### src/hdl/cfp_pkg.sv
// Shared types and constants for the class file structure parser.
`default_nettype none
package cfp_pkg;

  localparam logic [31:0] MAGIC_WORD = 32'hCAFEBABE;

  typedef enum logic [4:0] {
    PH_MAGIC, PH_MINOR, PH_MAJOR, PH_PCOUNT, PH_PTAG, PH_UTFLEN, PH_PSKIP,
    PH_ACCESS, PH_THIS, PH_SUPER, PH_IFCOUNT, PH_IFACE, PH_MCOUNT, PH_MACC,
    PH_MNAME, PH_MDESC, PH_ACOUNT, PH_ANAME, PH_ALEN, PH_ASKIP, PH_DONE
  } phase_t;

  typedef enum logic [3:0] {
    K_MAGIC, K_MINOR, K_MAJOR, K_PCOUNT, K_PENTRY, K_ACCESS, K_THIS, K_SUPER,
    K_IFCOUNT, K_IFACE, K_MCOUNT, K_MACC, K_MNAME, K_MDESC, K_ACOUNT, K_AHDR
  } kind_t;

  typedef enum logic [2:0] {
    ST_OK, ST_TRUNC, ST_MAGIC, ST_ZPOOL, ST_TAG, ST_WIDE, ST_TRAIL
  } status_t;

  localparam logic [7:0] TAG_UTF8   = 8'd1;
  localparam logic [7:0] TAG_LONG   = 8'd5;
  localparam logic [7:0] TAG_DOUBLE = 8'd6;
  localparam logic [7:0] TAG_MAX    = 8'd12;

  typedef struct packed {
    logic [1:0]  section;
    logic [3:0]  record_kind;
    logic [31:0] field_value;
    logic [15:0] aux_value;
    logic [15:0] entry_index;
    logic [15:0] attr_index;
    logic [31:0] byte_offset;
    logic        is_final;
    logic [2:0]  status;
  } result_t;

  // Info length of a constant pool entry by tag
  function automatic logic [3:0] info_len(input logic [3:0] tag);
    case (tag)
      4'd3, 4'd4, 4'd9, 4'd10, 4'd11, 4'd12: info_len = 4'd4;
      4'd5, 4'd6:                            info_len = 4'd8;
      4'd7, 4'd8:                            info_len = 4'd2;
      default:                               info_len = 4'd0;
    endcase
  endfunction

endpackage
`default_nettype wire

### src/hdl/cfp_byte_if.sv
// Input channel: one class file byte with a last flag.
`default_nettype none
interface cfp_byte_if;
  logic       valid;
  logic       ready;
  logic [7:0] data_byte;
  logic       last_byte;
  modport source (output valid, data_byte, last_byte, input ready);
  modport sink   (input valid, data_byte, last_byte, output ready);
endinterface
`default_nettype wire

### src/hdl/cfp_rec_if.sv
// Output channel: one parser record or closing status.
`default_nettype none
interface cfp_rec_if;
  logic        valid;
  logic        ready;
  logic [1:0]  section;
  logic [3:0]  record_kind;
  logic [31:0] field_value;
  logic [15:0] aux_value;
  logic [15:0] entry_index;
  logic [15:0] attr_index;
  logic [31:0] byte_offset;
  logic        is_final;
  logic [2:0]  status;
  modport source (output valid, section, record_kind, field_value, aux_value,
                  entry_index, attr_index, byte_offset, is_final, status,
                  input ready);
  modport sink   (input valid, section, record_kind, field_value, aux_value,
                  entry_index, attr_index, byte_offset, is_final, status,
                  output ready);
endinterface
`default_nettype wire

### src/hdl/class_file_structure_parser.sv
// Top level of the class file structure parser.
// A record or closing status is written into the result queue and reaches the output after any entries ahead of it.
// Throughput: one byte per cycle while the four-entry result queue has room for two.
// A byte that yields a record and a closing status queues both, the record ahead of the status.
// Reset (rst, synchronous) empties the queue and returns the parser to the magic word;
// the final byte of each file also re-arms the parser.
`default_nettype none
module class_file_structure_parser
  import cfp_pkg::*;
#(
  parameter int OFFSET_BITS = 32
) (
  input wire logic clk,
  input wire logic rst,
  cfp_byte_if.sink  in_ch,
  cfp_rec_if.source out_ch
);

  logic    take, rec_valid, fin_valid, room;
  result_t rec, fin, q_data;

  assign in_ch.ready = room;
  assign take        = in_ch.valid && room;

  cfp_walker #(.OFFSET_BITS(OFFSET_BITS)) u_walker (
    .clk, .rst, .take,
    .data_byte(in_ch.data_byte),
    .last_byte(in_ch.last_byte),
    .rec_valid, .rec, .fin_valid, .fin
  );

  cfp_out_queue u_queue (
    .clk, .rst,
    .push_a(take && rec_valid), .data_a(rec),
    .push_b(take && fin_valid), .data_b(fin),
    .room,
    .out_valid(out_ch.valid), .out_data(q_data), .out_ready(out_ch.ready)
  );

  assign out_ch.section     = q_data.section;
  assign out_ch.record_kind = q_data.record_kind;
  assign out_ch.field_value = q_data.field_value;
  assign out_ch.aux_value   = q_data.aux_value;
  assign out_ch.entry_index = q_data.entry_index;
  assign out_ch.attr_index  = q_data.attr_index;
  assign out_ch.byte_offset = q_data.byte_offset;
  assign out_ch.is_final    = q_data.is_final;
  assign out_ch.status      = q_data.status;

endmodule
`default_nettype wire

### src/hdl/cfp_walker.sv
// Parse state and per-byte decode; produces up to two results per byte.
`default_nettype none
module cfp_walker
  import cfp_pkg::*;
#(
  parameter int OFFSET_BITS = 32
) (
  input  wire logic       clk,
  input  wire logic       rst,
  input  wire logic       take,
  input  wire logic [7:0] data_byte,
  input  wire logic       last_byte,
  output logic            rec_valid,
  output result_t         rec,
  output logic            fin_valid,
  output result_t         fin
);

  phase_t                 parse_phase, parse_phase_next;
  logic [1:0]             field_byte_count, field_byte_count_next;
  logic [31:0]            field_accum, field_accum_next;
  logic [OFFSET_BITS-1:0] field_start, field_start_next;
  logic [OFFSET_BITS-1:0] file_offset;
  logic [15:0]            pool_total, pool_total_next;
  logic [15:0]            pool_slot, pool_slot_next;
  logic [15:0]            list_total, list_total_next;
  logic [15:0]            list_slot, list_slot_next;
  logic [15:0]            attr_total, attr_total_next;
  logic [15:0]            attr_slot, attr_slot_next;
  logic [15:0]            attr_name_hold, attr_name_hold_next;
  logic [31:0]            skip_left, skip_left_next;
  logic [2:0]             error_code, error_code_next;
  logic [1:0]             section_sel, section_sel_next;

  logic [OFFSET_BITS-1:0] nxt_off, st_off;
  logic [31:0]            v;
  logic [1:0]             width_m1;
  logic [15:0]            v16, list_inc, attr_inc, owner_idx;
  logic [7:0]             tag;
  logic                   emit;
  kind_t                  ekind;
  logic [31:0]            evalue;
  logic [15:0]            eaux, eentry, eattr;
  logic [OFFSET_BITS-1:0] eoff;

  assign nxt_off = file_offset + OFFSET_BITS'(1);

  always_comb begin
    parse_phase_next      = parse_phase;
    field_byte_count_next = field_byte_count;
    field_accum_next      = field_accum;
    field_start_next      = field_start;
    pool_total_next       = pool_total;
    pool_slot_next        = pool_slot;
    list_total_next       = list_total;
    list_slot_next        = list_slot;
    attr_total_next       = attr_total;
    attr_slot_next        = attr_slot;
    attr_name_hold_next   = attr_name_hold;
    skip_left_next        = skip_left;
    error_code_next       = error_code;
    section_sel_next      = section_sel;
    emit   = 1'b0;
    ekind  = K_MAGIC;
    evalue = '0;
    eaux   = '0;
    eentry = '0;
    eattr  = '0;
    st_off = (field_byte_count == 2'd0) ? file_offset : field_start;
    eoff   = st_off;
    v      = {(field_byte_count == 2'd0) ? 24'd0 : field_accum[23:0], data_byte};
    v16    = v[15:0];
    tag    = data_byte;
    list_inc  = list_slot + 16'd1;
    attr_inc  = attr_slot + 16'd1;
    owner_idx = (section_sel == 2'd3) ? 16'd0 : list_slot;
    width_m1  = (parse_phase == PH_MAGIC || parse_phase == PH_ALEN) ? 2'd3
              : (parse_phase == PH_PTAG) ? 2'd0 : 2'd1;

    if (error_code == ST_OK) begin
      if (parse_phase == PH_DONE) begin
        error_code_next = ST_TRAIL;
      end else if (parse_phase == PH_PSKIP || parse_phase == PH_ASKIP) begin
        // count down payload bytes
        skip_left_next = skip_left - 32'd1;
        if (skip_left == 32'd1) begin
          if (parse_phase == PH_PSKIP) begin
            parse_phase_next = (pool_slot >= pool_total) ? PH_ACCESS : PH_PTAG;
          end else begin
            attr_slot_next = attr_inc;
            if (attr_inc < attr_total) parse_phase_next = PH_ANAME;
            else if (section_sel == 2'd3) parse_phase_next = PH_DONE;
            else begin
              list_slot_next = list_inc;
              if (list_inc < list_total) parse_phase_next = PH_MACC;
              else if (section_sel == 2'd1) begin
                section_sel_next = 2'd2; parse_phase_next = PH_MCOUNT;
              end else begin
                section_sel_next = 2'd3; parse_phase_next = PH_ACOUNT;
              end
            end
          end
        end
      end else begin
        field_start_next = st_off;
        field_accum_next = v;
        if (field_byte_count != width_m1) begin
          field_byte_count_next = field_byte_count + 2'd1;
        end else begin
          field_byte_count_next = 2'd0;
          emit   = 1'b1;
          evalue = v;
          case (parse_phase)
            PH_MAGIC: begin
              ekind = K_MAGIC;
              if (v != MAGIC_WORD) begin
                emit = 1'b0; error_code_next = ST_MAGIC;
              end else parse_phase_next = PH_MINOR;
            end
            PH_MINOR: begin ekind = K_MINOR; parse_phase_next = PH_MAJOR; end
            PH_MAJOR: begin ekind = K_MAJOR; parse_phase_next = PH_PCOUNT; end
            PH_PCOUNT: begin
              ekind = K_PCOUNT;
              if (v16 == 16'd0) begin
                emit = 1'b0; error_code_next = ST_ZPOOL;
              end else begin
                pool_total_next  = v16;
                pool_slot_next   = 16'd1;
                parse_phase_next = (v16 <= 16'd1) ? PH_ACCESS : PH_PTAG;
              end
            end
            PH_PTAG: begin
              ekind  = K_PENTRY;
              eentry = pool_slot;
              eoff   = nxt_off;
              if (tag == 8'd0 || tag == 8'd2 || tag > TAG_MAX) begin
                emit = 1'b0; error_code_next = ST_TAG;
              end else if ((tag == TAG_LONG || tag == TAG_DOUBLE) &&
                           (pool_slot >= pool_total - 16'd1)) begin
                emit = 1'b0; error_code_next = ST_WIDE;
              end else begin
                pool_slot_next = pool_slot +
                  ((tag == TAG_LONG || tag == TAG_DOUBLE) ? 16'd2 : 16'd1);
                if (tag == TAG_UTF8) parse_phase_next = PH_UTFLEN;
                else begin
                  skip_left_next   = {28'd0, info_len(tag[3:0])};
                  parse_phase_next = PH_PSKIP;
                end
              end
            end
            PH_UTFLEN: begin
              emit = 1'b0;
              skip_left_next = v;
              if (v16 == 16'd0)
                parse_phase_next = (pool_slot >= pool_total) ? PH_ACCESS : PH_PTAG;
              else parse_phase_next = PH_PSKIP;
            end
            PH_ACCESS: begin ekind = K_ACCESS; parse_phase_next = PH_THIS; end
            PH_THIS:   begin ekind = K_THIS;   parse_phase_next = PH_SUPER; end
            PH_SUPER:  begin ekind = K_SUPER;  parse_phase_next = PH_IFCOUNT; end
            PH_IFCOUNT: begin
              ekind = K_IFCOUNT;
              list_total_next = v16;
              list_slot_next  = 16'd0;
              if (v16 == 16'd0) begin
                section_sel_next = 2'd1; parse_phase_next = PH_MCOUNT;
              end else parse_phase_next = PH_IFACE;
            end
            PH_IFACE: begin
              ekind  = K_IFACE;
              eentry = list_slot;
              list_slot_next = list_inc;
              if (list_inc >= list_total) begin
                section_sel_next = 2'd1; parse_phase_next = PH_MCOUNT;
              end
            end
            PH_MCOUNT: begin
              ekind = K_MCOUNT;
              list_total_next = v16;
              list_slot_next  = 16'd0;
              if (v16 != 16'd0) parse_phase_next = PH_MACC;
              else if (section_sel == 2'd1) begin
                section_sel_next = 2'd2; parse_phase_next = PH_MCOUNT;
              end else begin
                section_sel_next = 2'd3; parse_phase_next = PH_ACOUNT;
              end
            end
            PH_MACC:  begin ekind = K_MACC;  eentry = list_slot; parse_phase_next = PH_MNAME; end
            PH_MNAME: begin ekind = K_MNAME; eentry = list_slot; parse_phase_next = PH_MDESC; end
            PH_MDESC: begin ekind = K_MDESC; eentry = list_slot; parse_phase_next = PH_ACOUNT; end
            PH_ACOUNT: begin
              ekind  = K_ACOUNT;
              eentry = owner_idx;
              attr_total_next = v16;
              attr_slot_next  = 16'd0;
              if (v16 != 16'd0) parse_phase_next = PH_ANAME;
              else if (section_sel == 2'd3) parse_phase_next = PH_DONE;
              else begin
                list_slot_next = list_inc;
                if (list_inc < list_total) parse_phase_next = PH_MACC;
                else if (section_sel == 2'd1) begin
                  section_sel_next = 2'd2; parse_phase_next = PH_MCOUNT;
                end else begin
                  section_sel_next = 2'd3; parse_phase_next = PH_ACOUNT;
                end
              end
            end
            PH_ANAME: begin
              emit = 1'b0;
              attr_name_hold_next = v16;
              parse_phase_next    = PH_ALEN;
            end
            PH_ALEN: begin
              ekind  = K_AHDR;
              eaux   = attr_name_hold;
              eentry = owner_idx;
              eattr  = attr_slot;
              eoff   = nxt_off;
              skip_left_next = v;
              if (v != 32'd0) parse_phase_next = PH_ASKIP;
              else begin
                attr_slot_next = attr_inc;
                if (attr_inc < attr_total) parse_phase_next = PH_ANAME;
                else if (section_sel == 2'd3) parse_phase_next = PH_DONE;
                else begin
                  list_slot_next = list_inc;
                  if (list_inc < list_total) parse_phase_next = PH_MACC;
                  else if (section_sel == 2'd1) begin
                    section_sel_next = 2'd2; parse_phase_next = PH_MCOUNT;
                  end else begin
                    section_sel_next = 2'd3; parse_phase_next = PH_ACOUNT;
                  end
                end
              end
            end
            default: emit = 1'b0;
          endcase
        end
      end
    end
  end

  // Result records, combinational from current state and byte
  always_comb begin
    rec_valid       = emit;
    rec.section     = section_sel;
    rec.record_kind = ekind;
    rec.field_value = evalue;
    rec.aux_value   = eaux;
    rec.entry_index = eentry;
    rec.attr_index  = eattr;
    rec.byte_offset = 32'(eoff);
    rec.is_final    = 1'b0;
    rec.status      = ST_OK;
    fin_valid       = last_byte;
    fin             = '0;
    fin.is_final    = 1'b1;
    fin.status      = (error_code_next != ST_OK) ? error_code_next
                    : (parse_phase_next == PH_DONE) ? ST_OK : ST_TRUNC;
  end

  // Advance state on each accepted byte; re-arm after the last one
  always_ff @(posedge clk) begin
    if (rst || (take && last_byte)) begin
      parse_phase      <= PH_MAGIC;
      field_byte_count <= '0;
      field_accum      <= '0;
      field_start      <= '0;
      file_offset      <= '0;
      pool_total       <= '0;
      pool_slot        <= '0;
      list_total       <= '0;
      list_slot        <= '0;
      attr_total       <= '0;
      attr_slot        <= '0;
      attr_name_hold   <= '0;
      skip_left        <= '0;
      error_code       <= ST_OK;
      section_sel      <= '0;
    end else if (take) begin
      parse_phase      <= parse_phase_next;
      field_byte_count <= field_byte_count_next;
      field_accum      <= field_accum_next;
      field_start      <= field_start_next;
      file_offset      <= nxt_off;
      pool_total       <= pool_total_next;
      pool_slot        <= pool_slot_next;
      list_total       <= list_total_next;
      list_slot        <= list_slot_next;
      attr_total       <= attr_total_next;
      attr_slot        <= attr_slot_next;
      attr_name_hold   <= attr_name_hold_next;
      skip_left        <= skip_left_next;
      error_code       <= error_code_next;
      section_sel      <= section_sel_next;
    end
  end

endmodule
`default_nettype wire

### src/hdl/cfp_out_queue.sv
// Four-entry result queue that lets two results per byte drain one per cycle while the output is ready.
`default_nettype none
module cfp_out_queue
  import cfp_pkg::*;
(
  input  wire logic    clk,
  input  wire logic    rst,
  input  wire logic    push_a,
  input  wire result_t data_a,
  input  wire logic    push_b,
  input  wire result_t data_b,
  output logic         room,
  output logic         out_valid,
  output result_t      out_data,
  input  wire logic    out_ready
);

  result_t    slots [4];
  logic [1:0] wr_ptr, rd_ptr;
  logic [2:0] count;
  logic       pop;
  logic [1:0] n_push;

  assign pop       = out_valid && out_ready;
  assign out_valid = count != 3'd0;
  assign out_data  = slots[rd_ptr];
  // space for two more even if nothing pops this cycle
  assign room      = count <= 3'd2;
  assign n_push    = {1'b0, push_a} + {1'b0, push_b};

  // Hold, write and advance the queue
  always_ff @(posedge clk) begin
    if (rst) begin
      wr_ptr <= '0;
      rd_ptr <= '0;
      count  <= '0;
    end else begin
      if (push_a) slots[wr_ptr] <= data_a;
      if (push_b) slots[push_a ? wr_ptr + 2'd1 : wr_ptr] <= data_b;
      wr_ptr <= wr_ptr + n_push;
      if (pop) rd_ptr <= rd_ptr + 2'd1;
      count <= count + {1'b0, n_push} - {2'b0, pop};
    end
  end

endmodule
`default_nettype wire

### src/flat_wrapper.sv
// flat-port wrapper written by rule: the top's interface ports become plain ports
module class_file_structure_parser_flat import cfp_pkg::*;
#(
  parameter int OFFSET_BITS = 32
)
  (clk, rst, in_ch_valid, in_ch_data_byte, in_ch_last_byte, in_ch_ready, out_ch_valid, out_ch_section, out_ch_record_kind, out_ch_field_value, out_ch_aux_value, out_ch_entry_index, out_ch_attr_index, out_ch_byte_offset, out_ch_is_final, out_ch_status, out_ch_ready);
  cfp_byte_if in_ch_i ();
  cfp_rec_if out_ch_i ();
  input wire logic clk;
  input wire logic rst;
  input wire logic [$bits(in_ch_i.valid)-1:0] in_ch_valid;
  input wire logic [$bits(in_ch_i.data_byte)-1:0] in_ch_data_byte;
  input wire logic [$bits(in_ch_i.last_byte)-1:0] in_ch_last_byte;
  output wire logic [$bits(in_ch_i.ready)-1:0] in_ch_ready;
  output wire logic [$bits(out_ch_i.valid)-1:0] out_ch_valid;
  output wire logic [$bits(out_ch_i.section)-1:0] out_ch_section;
  output wire logic [$bits(out_ch_i.record_kind)-1:0] out_ch_record_kind;
  output wire logic [$bits(out_ch_i.field_value)-1:0] out_ch_field_value;
  output wire logic [$bits(out_ch_i.aux_value)-1:0] out_ch_aux_value;
  output wire logic [$bits(out_ch_i.entry_index)-1:0] out_ch_entry_index;
  output wire logic [$bits(out_ch_i.attr_index)-1:0] out_ch_attr_index;
  output wire logic [$bits(out_ch_i.byte_offset)-1:0] out_ch_byte_offset;
  output wire logic [$bits(out_ch_i.is_final)-1:0] out_ch_is_final;
  output wire logic [$bits(out_ch_i.status)-1:0] out_ch_status;
  input wire logic [$bits(out_ch_i.ready)-1:0] out_ch_ready;
  assign in_ch_i.valid = in_ch_valid;
  assign in_ch_i.data_byte = in_ch_data_byte;
  assign in_ch_i.last_byte = in_ch_last_byte;
  assign in_ch_ready = in_ch_i.ready;
  assign out_ch_valid = out_ch_i.valid;
  assign out_ch_section = out_ch_i.section;
  assign out_ch_record_kind = out_ch_i.record_kind;
  assign out_ch_field_value = out_ch_i.field_value;
  assign out_ch_aux_value = out_ch_i.aux_value;
  assign out_ch_entry_index = out_ch_i.entry_index;
  assign out_ch_attr_index = out_ch_i.attr_index;
  assign out_ch_byte_offset = out_ch_i.byte_offset;
  assign out_ch_is_final = out_ch_i.is_final;
  assign out_ch_status = out_ch_i.status;
  assign out_ch_i.ready = out_ch_ready;
  class_file_structure_parser #(.OFFSET_BITS(OFFSET_BITS)) u_core (.clk(clk), .rst(rst), .in_ch(in_ch_i), .out_ch(out_ch_i));
endmodule
### config.mk
export PLATFORM = sky130hd
export DESIGN_NAME = class_file_structure_parser_flat
export DESIGN_NICKNAME = d
export VERILOG_FILES = /design/src/hdl/cfp_pkg.sv /design/src/hdl/cfp_byte_if.sv /design/src/hdl/cfp_rec_if.sv /design/src/hdl/class_file_structure_parser.sv /design/src/hdl/cfp_walker.sv /design/src/hdl/cfp_out_queue.sv /design/src/flat_wrapper.sv
export SDC_FILE = /design/constraint.sdc
export NUM_CORES = 2
export LEC_CHECK = 0
export BUFFER_PORTS_ARGS = -buffer_cell sky130_fd_sc_hd__buf_2
export CELL_PAD_IN_SITES_DETAIL_PLACEMENT = 1
export CELL_PAD_IN_SITES_GLOBAL_PLACEMENT = 1
export CORE_UTILIZATION = 45
export CTS_CLUSTER_DIAMETER = 40
export DETAILED_ROUTE_END_ITERATION = 8
export PLACE_DENSITY = 0.77
export SETUP_SLACK_MARGIN = 0.02
export SYNTH_ARGS = -nofsm -noshare
export SYNTH_HDL_FRONTEND = slang
export SYNTH_SLANG_ARGS = --single-unit
### constraint.sdc
create_clock -name clk -period 5.2 [get_ports clk]
set_input_delay 0 -clock clk [delete_from_list [all_inputs] [get_ports clk]]
set_output_delay 0 -clock clk [all_outputs]
set_load 0.03 [all_outputs]
Word level (Yosys, flattened, before mapping)
Memories as Yosys holds them, arrays and structs flattened. A register that Yosys moved wholly into a read port is not among the register bits.
Index checks and enable logic that the tools add are counted.

operators by class
  add/sub/neg operators = 13
  order comparisons = 8
  eq/ne operators = 44
  multiplexer cells = 128
  bitwise logic cells = 4
  reduce and logical (&&, ||, !) cells = 41

operator list
  cell                     count
  $mux W16                 31
  $mux W32                 15
  $mux W5                  18
  $pmux W5 S18             1
  $pmux W16 S2             2
  $pmux W16 S4             1
  $pmux W32 S2             1
  $pmux W4 S15             1
  $ge A16 B16 Y1           3
  $pmux W16 S3             1
  $mux W2                  22
  $eq A5 B4 Y1 const B     8
  $add A16 B1 Y16 const B  2
  $add A32 B1 Y32 const B  1
  $eq A32 B1 Y1 const B    1
  $lt A16 B16 Y1           2
  $ne A32 B32 Y1 const B   1
  $reduce_bool A32 Y1      1
  $sub A32 B1 Y32 const B  1
  $eq A5 B5 Y1 const B     6
  $mux W3                  10
  $mux W24                 1
  $ne A3 B3 Y1 const B     8
  $eq A5 B3 Y1 const B     4
  other kinds (47)         96

storage, ports and cells
  register bits after elaboration = 251
  RAM bits = 488
  ROM bits = 48
  bits of input ports = 13
  memories = 2

memory list
  memory                words  bits a word  rd ports  clocked after memory_dff  wr ports  RTL line             source
  u_core.u_queue.slots  4      122          1         1                         2         cfp_out_queue.sv:18  result_t slots [4];
  (name not given)      16     3            1         0                         0         cfp_pkg.sv:41        case (tag)

Logic depth before layout (Yosys ltp)
  word-level depth = 14
  gate-level depth with buffers = 23
  depth with buffers taken out = 22

Cells and area by module
From an unflattened synthesis, not the netlist that was laid out.

unflattened totals
  cells, all modules = 3646
  area, all modules = 41207.0 um^2

modules (own cells, without submodules)
  module                       instances  cells an instance  area an instance (um^2)  seq. area each (um^2)
  cfp_out_queue                1          1256               24121.9                  14834.2
  cfp_walker                   1          2387               17066.4                  4884.7
  class_file_structure_parser  1          3                  18.8                     0.0

Worst setup path before layout
Ideal clock, no wire load.

  path type = register to register
  start = register u_core.u_walker.list_slot[2]
  end = memory u_core.u_queue.slots[0][0] (netlist bit), data pin
  library setup time = 0.273 ns
  arrival time = 4.280 ns
  required time = 4.927 ns
  path slack = 0.647 ns
  stages on the path, launching flop included = 16
  period minus slack after synthesis = 4.553 ns
  path through = dfxtp_1 clkbuf_1 nand4_1 nor4_1 nand3_1 xnor2_1 ha_1 and3_1 a221o_1 a221o_1 nor3_2 o21ai_0 or3_1 a31o_2 o31ai_1 a21boi_0

RTL lines
  element                 RTL line             source
  start, declared         cfp_walker.sv:27     logic [15:0] list_slot, list_slot_next;
  start signal, assigned  cfp_walker.sv:289    list_slot <= list_slot_next;
  end, declared           cfp_out_queue.sv:18

==> out/qor.yml <==
status: "finished clean"
hpwlAfterDp_um: 86800
critPathKind: "register to register"
critPathMostFrequentCell: "nand3_1"
layout-drive-gt1-share_pct: 13.7
vias_per_cell: 6.12
wl_um: 135000
hold_viol: 0
p_leak_uw: 0.0155
nFillCells: 9464
vias: 35200
ys.flop_type: "dfxtp_1"
synth.avg_cell_area_um2: 7.93
gp_congestion: 0.974
clk_pin_slew_ps: 60
power_switching_uw: 4980
synth_area_um2: 36400
fin_crit_ps: 4870
yosysTopAreaCell: "dfxtp_1"
synthArstFlopShare_pct: 0
synth_seq_cells: 741
worstSetupStartpointType: "register"
use_met1_pct: 42.7
dieArea_um2: 82100
drc: 0
num-nets-final: 4696
crit_chain: "ha_1 > nand3_1 > nor4_1 > buf_4 > nand3_1 > xnor2_1 > ha_1 > and4_1 > nand3_1 > nor3_1 > nor2_1 > a211oi_1 > nor4bb_2 > o211ai_1 > a31oi_2 > a21boi_0"
seqPwrFrac_pct: 35.5
hold_path_class: "primary input to register"
relSlewSlack_pct: 18.1
fmax_mhz: 205
mostFrequentLayoutCell: "nand2_1"
place_area_um2: 38300
core-area_um2: 79500
numCtsBuffers: 118
fin_skew_ps: 60.6
grt-ovfl-total: 0
grtUsageTotal_pct: 32.6
cap_viol_max_count: 0
busiest_layer: "met2"
final_util_pct: 53.7
clock_latency_ps: 700
drt_iter0_markers: 2606
start_util_pct: 45.8
cp.depth: 16
io_pins: 137
synth.area.top_cells: "dfxtp_1 (40%), nand2_1 (10%), a21oi_1 (10%)"
mostFrequentLayoutCells: "nand2_1 (1,006), a21oi_1 (736), dfxtp_1 (727), nor2_1 (372), nand3_1 (258)"
endpoint_kind: "register"
clkPwrFrac_pct: 49.5
gr-usage-met2_pct: 55.1
syn_inst: 4593
synth_top_area_share_pct: 40.1
ant_nets: 0
critPathMaxStageDelay_ps: 500
post_cts_buffers: 0
final_area_um2: 42700
worst-path-buf-inv: 1
area.growth.synth_to_final_pct: 17.3
grt_pass1_vias: 36400
critical_path_arrival_ps: 5270
setup_viol_count_final: 0
hold_path_depth: 5
cts_sinks: 741
power_density_nw_per_um2: 392
clockBufferDepth: 3
ff2ff_path_depth: 16
crit_slowest_cell: "dfxtp_1"
use_met3_pct: 4.19
antenna_found_initial: 1
cp_top_family: "simple AND/OR/NAND/NOR gates"
ys_seq_area_share_pct: 41.1
pwr-share-comb_pct: 15.0
maxSlewViolCount: 0
holdWs_ps: 180
grt_pass1_wl_um: 211000
synth_edf_count: 12
grt_start_max_net_pins: 105
rsz0062_at_grt: "no"
internal-power_uw: 11800
port_buffers: 136
vdd_drop_max_mv: 0.306
synthDistinctLibCells: 90
ys_warn_count: 0
firstDrtPassIters: 5
required_ps: 5600
swShare_pct: 29.8
wl_per_cell_um: 23.6
root_buffer: "clkbuf_16"
rows: 103
die_w_um: 286
tritoncts: "done"
tightest_slew_ps: 1230
syn-num-nets: 4694
path_max_fanout: 8
cts_max_level: 3
tns_ps: 0
finalCritPeriodShare_pct: 93.7
die_h_um: 286
==> tightest hold or removal path: cells and delay by family <==
kind	cells	cell delay, ps
and+or+nand+nor	2	410
adders and majority gates	2	320
buffers and inverters	1	70
==> synth_stat cells (all sizes together) (40+ instances only) <==
library cell	count
buf	87
clkbuf	291
or3	40
ha	86
dfxtp	729
nor3	56
nand3	262
xnor2	50
nor2	379
inv	94
a21oi	738
nand2	1006
o21ai	128
mux4	122
==> area by class of cell <==
| type | instances | area (um2) | share of cell area (%) |
|---|---|---|---|
| Antenna cell | 2 | 5.00 | 0.0117 |
| Clock buffer | 147 | 3290 | 7.69 |
| Clock inverter | 76 | 961 | 2.25 |
| Inverter | 95 | 357 | 0.835 |
| Multi-Input combinational cell | 3379 | 19800 | 46.3 |
| Sequential cell | 741 | 15000 | 35.0 |
| Tap cell | 1050 | 1310 | 3.08 |
| Timing Repair Buffer | 260 | 2060 | 4.82 |
==> timing repair <==
| item | 4_1_cts | 5_1_grt |
|---|---|---|
| endpoints found under the setup margin | 0 | 76 |
| hold endpoints to repair | 82 | 0 |
| hold buffers | 11 | 0 |
| resized for setup | 0 | 8 |
==> flip-flops by register name (all words and copies together), names as in the netlist, named ones only <==
name                              flops
u_core.u_queue.count                  3
u_core.u_queue.rd_ptr                 2
u_core.u_queue.slots                488
u_core.u_queue.wr_ptr                 2
u_core.u_walker.attr_name_hold       16
u_core.u_walker.attr_slot            16
u_core.u_walker.attr_total           16
u_core.u_walker.error_code            3
u_core.u_walker.field_accum          24
u_core.u_walker.field_byte_count      2
u_core.u_walker.field_start          32
u_core.u_walker.file_offset          32
u_core.u_walker.list_slot            16
u_core.u_walker.list_total           16
u_core.u_walker.parse_phase           5
u_core.u_walker.pool_slot            16
u_core.u_walker.pool_total           16
u_core.u_walker.section_sel           2
u_core.u_walker.skip_left            32
==> metal layers <==
layer | share of wire (%) | vias to the layer above
li1 | - | 16000
met5 | 0 | -
met1 | 43 | 17800
met2 | 48 | 1161
met3 | 5.6 | 270
met4 | 3.2 | 0
==> through the flow <==
step,setup WS (ps),power (uW),instances
after global routing,50.8,17300,5749
after global placement,456,8500,5514
after detailed placement,225,8510,5514
after CTS,194,16800,5748
after floorplan,647,7640,4593
final,327,16700,5750
==> power by group through the flow <==
stage          Combinational (uW)  Sequential (uW)  Clock, uW
2_1_floorplan                1700             5940          0
3_3_place_gp                 2440             6060          0
3_5_place_dp                 2440             6060          0
4_1_cts                      2480             5940       8350
5_1_grt                      2670             5960       8630
6_report                     2510             5940       8280
==> logic make-up after synthesis <==
group,count (synthesis),share of synthesized area [%]
compound gates,1109,17.2
buf+inv,473,5.18
simple gates,1951,23.2
mux,146,8.20
flops,741,41.1
xor+xnor,85,2.04
fa+ha+maj,88,3.06
==> path summary, 6_finish.rpt <==
path                                                   start                           end  slack, ps
worst max-delay path            u_core.u_walker.list_slot[0]    u_core.u_queue.slots[2][0]        330
worst min-delay path                         in_ch_last_byte      u_core.u_queue.wr_ptr[0]        180
worst max register to register  u_core.u_walker.list_slot[0]    u_core.u_queue.slots[2][0]        330
worst min register to register  u_core.u_queue.slots[1][107]  u_core.u_queue.slots[1][107]        450
Power figures use the tool's default switching activity.
